File: src/rtl/rasc_pkg.sv
// ============================================================================
// rasc_pkg
// Shared types, sizes, operation codes and pointer helpers for the
// return-address stack with checkpoint recovery.
// ============================================================================
package rasc_pkg;

    // Storage sizes
    localparam int STACK_DEPTH = 32;
    localparam int LOG_DEPTH   = 64;
    localparam int STK_AW      = (STACK_DEPTH > 1) ? $clog2(STACK_DEPTH) : 1;
    localparam int LOG_AW      = (LOG_DEPTH > 1) ? $clog2(LOG_DEPTH) : 1;

    // Field widths fixed by the interface
    localparam int ADDR_W = 64;
    localparam int FUNC_W = 3;
    localparam int SLOT_W = 6;
    localparam int MODE_W = 2;

    // Operation codes
    localparam logic [FUNC_W-1:0] FN_PREDICT = 3'd0;
    localparam logic [FUNC_W-1:0] FN_UPDATE  = 3'd1;
    localparam logic [FUNC_W-1:0] FN_SAVE    = 3'd2;
    localparam logic [FUNC_W-1:0] FN_RESTORE = 3'd3;
    localparam logic [FUNC_W-1:0] FN_LOG     = 3'd4;
    localparam logic [FUNC_W-1:0] FN_FLUSH   = 3'd5;

    // Recovery modes
    localparam logic [MODE_W-1:0] MODE_PTR   = 2'd0;
    localparam logic [MODE_W-1:0] MODE_FULL  = 2'd1;
    localparam logic [MODE_W-1:0] MODE_WALK  = 2'd2;
    localparam logic [MODE_W-1:0] MODE_RESET = MODE_FULL;

    typedef logic [STK_AW-1:0] stk_ptr_t;

    // Input item
    typedef struct packed {
        logic [FUNC_W-1:0] func;
        logic              do_pop;
        logic              do_push;
        logic [ADDR_W-1:0] return_addr;
        logic [SLOT_W-1:0] slot;
    } in_item_t;

    // Result item
    typedef struct packed {
        logic [ADDR_W-1:0] predicted_target;
        logic              error;
    } out_item_t;

    // Branch log entry
    typedef struct packed {
        stk_ptr_t          ptr;
        logic [ADDR_W-1:0] content;
    } log_entry_t;

    // Stack memory access request
    typedef struct packed {
        logic              rd_en;
        stk_ptr_t          rd_addr;
        logic              wr_en;
        stk_ptr_t          wr_addr;
        logic [ADDR_W-1:0] wr_data;
    } stk_req_t;

    // Entry just below the pointer, wrapping from 0 to the last entry
    function automatic stk_ptr_t ptr_below(input stk_ptr_t p);
        return (p == '0) ? STK_AW'(STACK_DEPTH - 1) : STK_AW'(p - 1'b1);
    endfunction

    // Next entry above the pointer, wrapping from the last entry to 0
    function automatic stk_ptr_t ptr_above(input stk_ptr_t p);
        return (p == STK_AW'(STACK_DEPTH - 1)) ? '0 : STK_AW'(p + 1'b1);
    endfunction

endpackage

File: src/rtl/rasc_stack.sv
// ============================================================================
// rasc_stack
// Return-address store: one write and one registered read per cycle, per-entry
// valid bits so unwritten entries read as zero, and write-to-read forwarding.
// ============================================================================
module rasc_stack
    import rasc_pkg::*;
(
    input  logic              clk,
    input  logic              rst_n,
    input  stk_req_t          req,
    output logic [ADDR_W-1:0] rd_data
);

    logic [ADDR_W-1:0]      mem [STACK_DEPTH];
    logic [ADDR_W-1:0]      mem_q_reg;
    logic [STACK_DEPTH-1:0] valid_reg;
    logic                   hit_valid_reg;
    logic                   fwd_reg;
    logic [ADDR_W-1:0]      fwd_data_reg;

    // Storage array and registered read
    always_ff @(posedge clk)
    begin
        if (req.wr_en)
        begin
            mem[req.wr_addr] <= req.wr_data;
        end
        if (req.rd_en)
        begin
            mem_q_reg    <= mem[req.rd_addr];
            fwd_data_reg <= req.wr_data;
        end
    end

    // Valid bits and read-side flags
    always_ff @(posedge clk or negedge rst_n)
    begin
        if (!rst_n)
        begin
            valid_reg     <= '0;
            hit_valid_reg <= 1'b0;
            fwd_reg       <= 1'b0;
        end
        else
        begin
            if (req.wr_en)
            begin
                valid_reg[req.wr_addr] <= 1'b1;
            end
            if (req.rd_en)
            begin
                hit_valid_reg <= valid_reg[req.rd_addr];
                fwd_reg       <= req.wr_en && (req.wr_addr == req.rd_addr);
            end
        end
    end

    // Same-cycle write wins, then stored data, else reset value
    assign rd_data = fwd_reg       ? fwd_data_reg :
                     hit_valid_reg ? mem_q_reg    : '0;

endmodule

File: config.mk
export PLATFORM = sky130hd
export DESIGN_NAME = rasc_stack
export DESIGN_NICKNAME = d
export VERILOG_FILES = /design/src/rtl/rasc_pkg.sv /design/src/rtl/rasc_stack.sv
export SDC_FILE = /design/constraint.sdc
export NUM_CORES = 2
export LEC_CHECK = 0
export ABC_AREA = 1
export ABC_CLOCK_PERIOD_IN_PS = 3500
export BUFFER_PORTS_ARGS = -buffer_cell sky130_fd_sc_hd__clkbuf_2
export CORE_ASPECT_RATIO = 0.8
export CORE_MARGIN = 8
export CORE_UTILIZATION = 29
export CTS_CLUSTER_DIAMETER = 40
export DETAILED_ROUTE_END_ITERATION = 6
export GPL_TIMING_DRIVEN = 0
export PLACE_DENSITY = 0.5
export SLEW_MARGIN = 20
export SYNTH_ARGS = -nofsm -noshare
export SYNTH_HDL_FRONTEND = slang
export SYNTH_SLANG_ARGS = --single-unit
export TNS_END_PERCENT = 20
File: constraint.sdc
create_clock -name clk -period 3.5 [get_ports clk]
set_input_delay 0.175 -clock clk [delete_from_list [all_inputs] [get_ports clk]]
set_output_delay 0.175 -clock clk [all_outputs]
set_load 0.05 [all_outputs]
# ---- Word-level counts from Yosys, hierarchy flattened
# Memory sizes are Yosys's and may differ from the RTL's. A register that Yosys moved wholly into a read port is not among the register bits.
# Index checks and enable logic that the tools add are counted.
dict set report word_totals {
  reg_bits 98
  latch_bits 0
  ramBits 2048
  rom_bits 0
  in_bits 78
  memories 1
}
# name depth width rd rd_ports_with_merged_regs wr line
set mem_list {}
lappend mem_list {mem 32 64 1 1 1 rasc_stack.sv:15} ;# logic [ADDR_W-1:0] mem [STACK_DEPTH];
dict set report op_classes {
  addsub 0
  multipliers 0
  div_mod_pow 0
  order_cmp 3
  eq_ne 1
  shifts 0
  n_mux 8
  bitwise 1
  n_reduce_logical 2
}
# operator n
set ops {}
lappend ops {{$mux 64} 2}
lappend ops {{$or 32x32->32} 1}
lappend ops {{$lt 5x6->1 const B} 2}
lappend ops {{$bmux 1 s5} 1}
lappend ops {{$demux 1 s5} 1}
lappend ops {{$eq 5x5->1} 1}
lappend ops {{$ge 5x1->1 const B} 1}
lappend ops {{$mux 1} 4}
lappend ops {{$logic_and 1x1->1} 2}

# ---- Longest topological paths before layout
dict set report logic_depth {
  depth_word 5
  depth_mapped 12
}

# ---- Worst setup path before layout
# Ideal clock, no wire load.
dict set report synth_timing {
  kind {input -> register}
  from {in req[65] (netlist bit)}
  to {mem mem[4][0] (enable)}
  arrival_time_ns 3.192
  path_slack_ns -0.179
  cell_stages 3
  n_path_buf 0
  path_cell_list {inv_1 > nand3_1 > nor2_1}
}
# element line
set synth_rtl {}
lappend synth_rtl {{from (decl)} rasc_stack.sv:11} ;# input stk_req_t req,
lappend synth_rtl {{to (decl)} rasc_stack.sv:15}
# No word-level cell before the write port.

# ---- Worst setup path in the final report
dict set report layout_timing {
  from {reg hit_valid_reg}
  to {out rd_data[21]}
}
dict set report layout_between {
  elab_chain_len 2
}
# element line
set layout_rtl {}
lappend layout_rtl {{from (decl)} rasc_stack.sv:18} ;# logic hit_valid_reg;
lappend layout_rtl {{from (signal assigned)} rasc_stack.sv:53} ;# hit_valid_reg <= valid_reg[req.rd_addr];
lappend layout_rtl {{$mux 64} rasc_stack.sv:61} ;# hit_valid_reg ? mem_q_reg : '0;
lappend layout_rtl {{$mux 64} rasc_stack.sv:60} ;# assign rd_data = fwd_reg ? fwd_data_reg :
lappend layout_rtl {{to (decl)} rasc_stack.sv:12} ;# output logic [ADDR_W-1:0] rd_data
# No other way between the ends.

==> metrics.txt <==
Nets=between 7,000 and 8,000; insertion delay to the later sink of the worst-skew pair=roughly 910 ps; relative slew slack=roughly 14%; top cells by count, synth=edfxtp_1 (2,176), nand2_1 (1,444), nand3_1 (1,079); cell row count=180; CP max-delay cell=dfrtp_1; largest net degree at the start of global routing=92; Critical Path RT=roughly 3300 ps; DP HPWL=~260 mm; Max-Cap Viols=0; Mapped Area=approximately 87,000 um^2; WL per Instance=roughly 32 um; xor and xnor fraction of the mapped netlist area=less than 1%; hold crit path type=in2async; via count=~63,000; Min Hold Slack=roughly 53 ps; die height=slightly above 500 um; TritonCTS clock tree=built; Setup crit start=hit_valid_reg; number of flip-flops in the largest register=roughly 2,000; predominant post-synthesis flop cell=edfxtp_1; Power Density=about 570 nW/um^2; Sink Count=around 2,200; CP peak stage delay=790 ps; top cell type's share of synthesized area=between 70% and 80%; global-route wire length before repair=~490 mm; Synthesis Warnings=0; Crit Reg-Reg Startpoint=mem[7][31]; crit path kind=reg2out; measured slew at the worst slew-check pin=1290 ps; final wirelength=between 300 and 400 mm; register bit total from synthesis=between 2,000 and 2,500; Cell variety after synth=23; multiplexer area fraction after synthesis=0%; Mean Syn Cell Area=~13 um^2; Fin. Hold Viols=0; cells taking the most area after synthesis=edfxtp_1 (75%), nand2_1 (6.2%), nand3_1 (6.2%), o21ai_0 (3.2%), nor2_1 (2.2%); vias in the first global route=57,702; number of antenna violations at the first check in global routing=55; Final min period=approximately 3400 ps; die width=~630 um; outcome=finished, final reports clean; RSZ-0062 raised after global routing=false; Yosys top cell by area=edfxtp_1; clk root buf=clkbuf_16; Setup violations, final=0; # H-tree levels=4; post-synthesis compound-gate area fraction=about 6.1%; Synth Area in Simple Gates=between 10% and 20%; fraction of the yosys area taken by sequential cells=between 70 and 80%; largest family of logic cells by synthesized area=simple AND/OR/NAND/NOR gates; worst-path fanout max=11; placer congestion estimate=0.848; Synth Area in Adders=0%; worst-case clock buffer depth=4; EDFF count, synth=2,176; Die Area=approximately 320,000 um^2; Peak VDD IR=between 0.3 and 0.4 mV; Max Fclk=297 MHz; GRT Residual Overflow=0; placeable core area=approximately 300,000 um^2; worst-path cell chain=clkbuf_2 -> nand3_1 -> nand2_1 -> clkbuf_2; PortBufs=136; period utilisation layout=between 90% and 100%; initial drt markers=around 11,000; worst-case clock skew=~77 ps; CTS clk-pin slew, worst paths=roughly 60 ps; total power=59.9 mW; Critical Path Sink Type=output pin; drt pass-1 iters=6; Worst Path Buf+Inv=2; CP delay by family, top=buffers and inverters; CP Launch Type=flop; ys async rst share=between 1.5 and 2%; most common cell in the netlist=edfxtp_1; Final ANT Viol Nets=0; residual DRC count=0; synthesized netlist net count=roughly 7,000; GRT Util Overall=between 20 and 25%; synth-to-layout area growth=20.7%; Cells after Synth=between 6,000 and 7,000; I/O pins=142; most frequent CP cell=clkbuf_2; Starting Density=29.0%; Vias/cell=about 5.4; number of CTS-inserted buffers=239; share of post-route cells with drive strength above 1=between 10% and 20%; Leak=between 30 and 40 nW; worst path arrival time=between 3000 and 4000 ps; fill cell count=roughly 29,000; Slew Viols, Final=0
-- worst register-to-register path: stages, from the launching register on --
cell,delay (ps)
edfxtp_1,360
nand2_1,70
nand3_1,80
nand3_1,190
a21oi_1,150
o21ai_1,790
nand2_1,320
-- kinds of logic after synthesis --
group / after synthesis
buffers and inverters: 554
DFF: 2210
AOI/OAI and AO/OA: 1004
and+or+nand+nor: 3077
xor gates and xnor gates: 1
-- repair_timing --
action	CTS	global route
resized for setup	7	2
setup endpoints to repair	18	1
buffers inserted	0	0
hold buffers	6	0
endpoints found under the hold margin	110	0
pin swaps	0	0
-- placed cells by master (no fill, tap or decap), types with 6 or more instances in the layout --
| cell | n |
|---|---|
| clkbuf_16 | 244 |
| buf_4 | 44 |
| clkinv_1 | 35 |
| diode_2 | 21 |
| inv_6 | 9 |
| nand3_1 | 1079 |
| or2_2 | 32 |
| clkbuf_1 | 199 |
| clkinv_2 | 37 |
| clkinvlp_4 | 18 |
| dlygate4sd3_1 | 6 |
| clkbuf_8 | 9 |
| edfxtp_1 | 2176 |
| dfrtp_1 | 34 |
| o21ai_0 | 553 |
| o22ai_1 | 238 |
| nor2_1 | 489 |
| inv_1 | 82 |
| nor2_4 | 32 |
| clkinv_4 | 20 |
| buf_6 | 9 |
| o21ai_1 | 29 |
| o31ai_1 | 7 |
| buf_1 | 37 |
| buf_16 | 90 |
| a21oi_1 | 176 |
| buf_12 | 86 |
| nand2_1 | 1444 |
| bufinv_16 | 18 |
| clkbuf_2 | 158 |
| buf_2 | 187 |
-- power by group --
group	switching [mW]	internal [mW]
Sequential	0.150	29.6
Combinational	3.83	1.05
Clock	11.0	14.3
Total	15.0	44.9
-- per-layer routing --
metal / global-route usage (%) / vias to the layer above / part of all wire (%)
met5: 0 / - / 0.0092
met4: 8.25 / 6 / 4.2
met3: 6.09 / 689 / 13
met2: 32.7 / 4390 / 42
met1: 31.3 / 31976 / 40
li1: - / 26051 / -
-- path summary, 6_finish.rpt --
| check | to | slack, ps | cells past startpoint |
|---|---|---|---|
| max | rd_data[21] | 130 | 4 |
| min | hit_valid_reg | 50 | 2 |
| max reg2reg | mem_q_reg[31] | 1180 | 6 |
| min reg2reg | valid_reg[11] | 460 | 1 |
| max in group asynchronous | valid_reg[6] | 2760 | 2 |
| min in group clk | mem[17][3] | 50 | 1 |
-- through the flow --
step	instance area (um^2)	utilization (%)	setup slack, ps	TNS [ps]	cells
2_1_floorplan	87100	-	-179	-321830	6846
3_3_place_gp	92800	30.9	-6600	-	10986
3_5_place_dp	97300	32.5	-75.4	-114	11166
4_1_cts	105000	35.0	8.12	0	11602
5_1_grt	105000	35.1	96.1	0	11606
6_report	105000	35.1	130	0	11623
-- area by class of cell --
cell class	instances	area, um^2	area share [%]
Antenna cell	21	52.6	0.0500
Tap cell	4004	5010	4.77
Clock buffer	288	6350	6.04
Timing Repair Buffer	322	5000	4.76
Sequential cell	2210	66200	63.0
Clock inverter	144	1330	1.26
Multi-Input combinational cell	4082	18600	17.7
Inverter	85	322	0.306
Buffer	467	2280	2.17
Note: power is estimated with default switching activity, not from simulation.
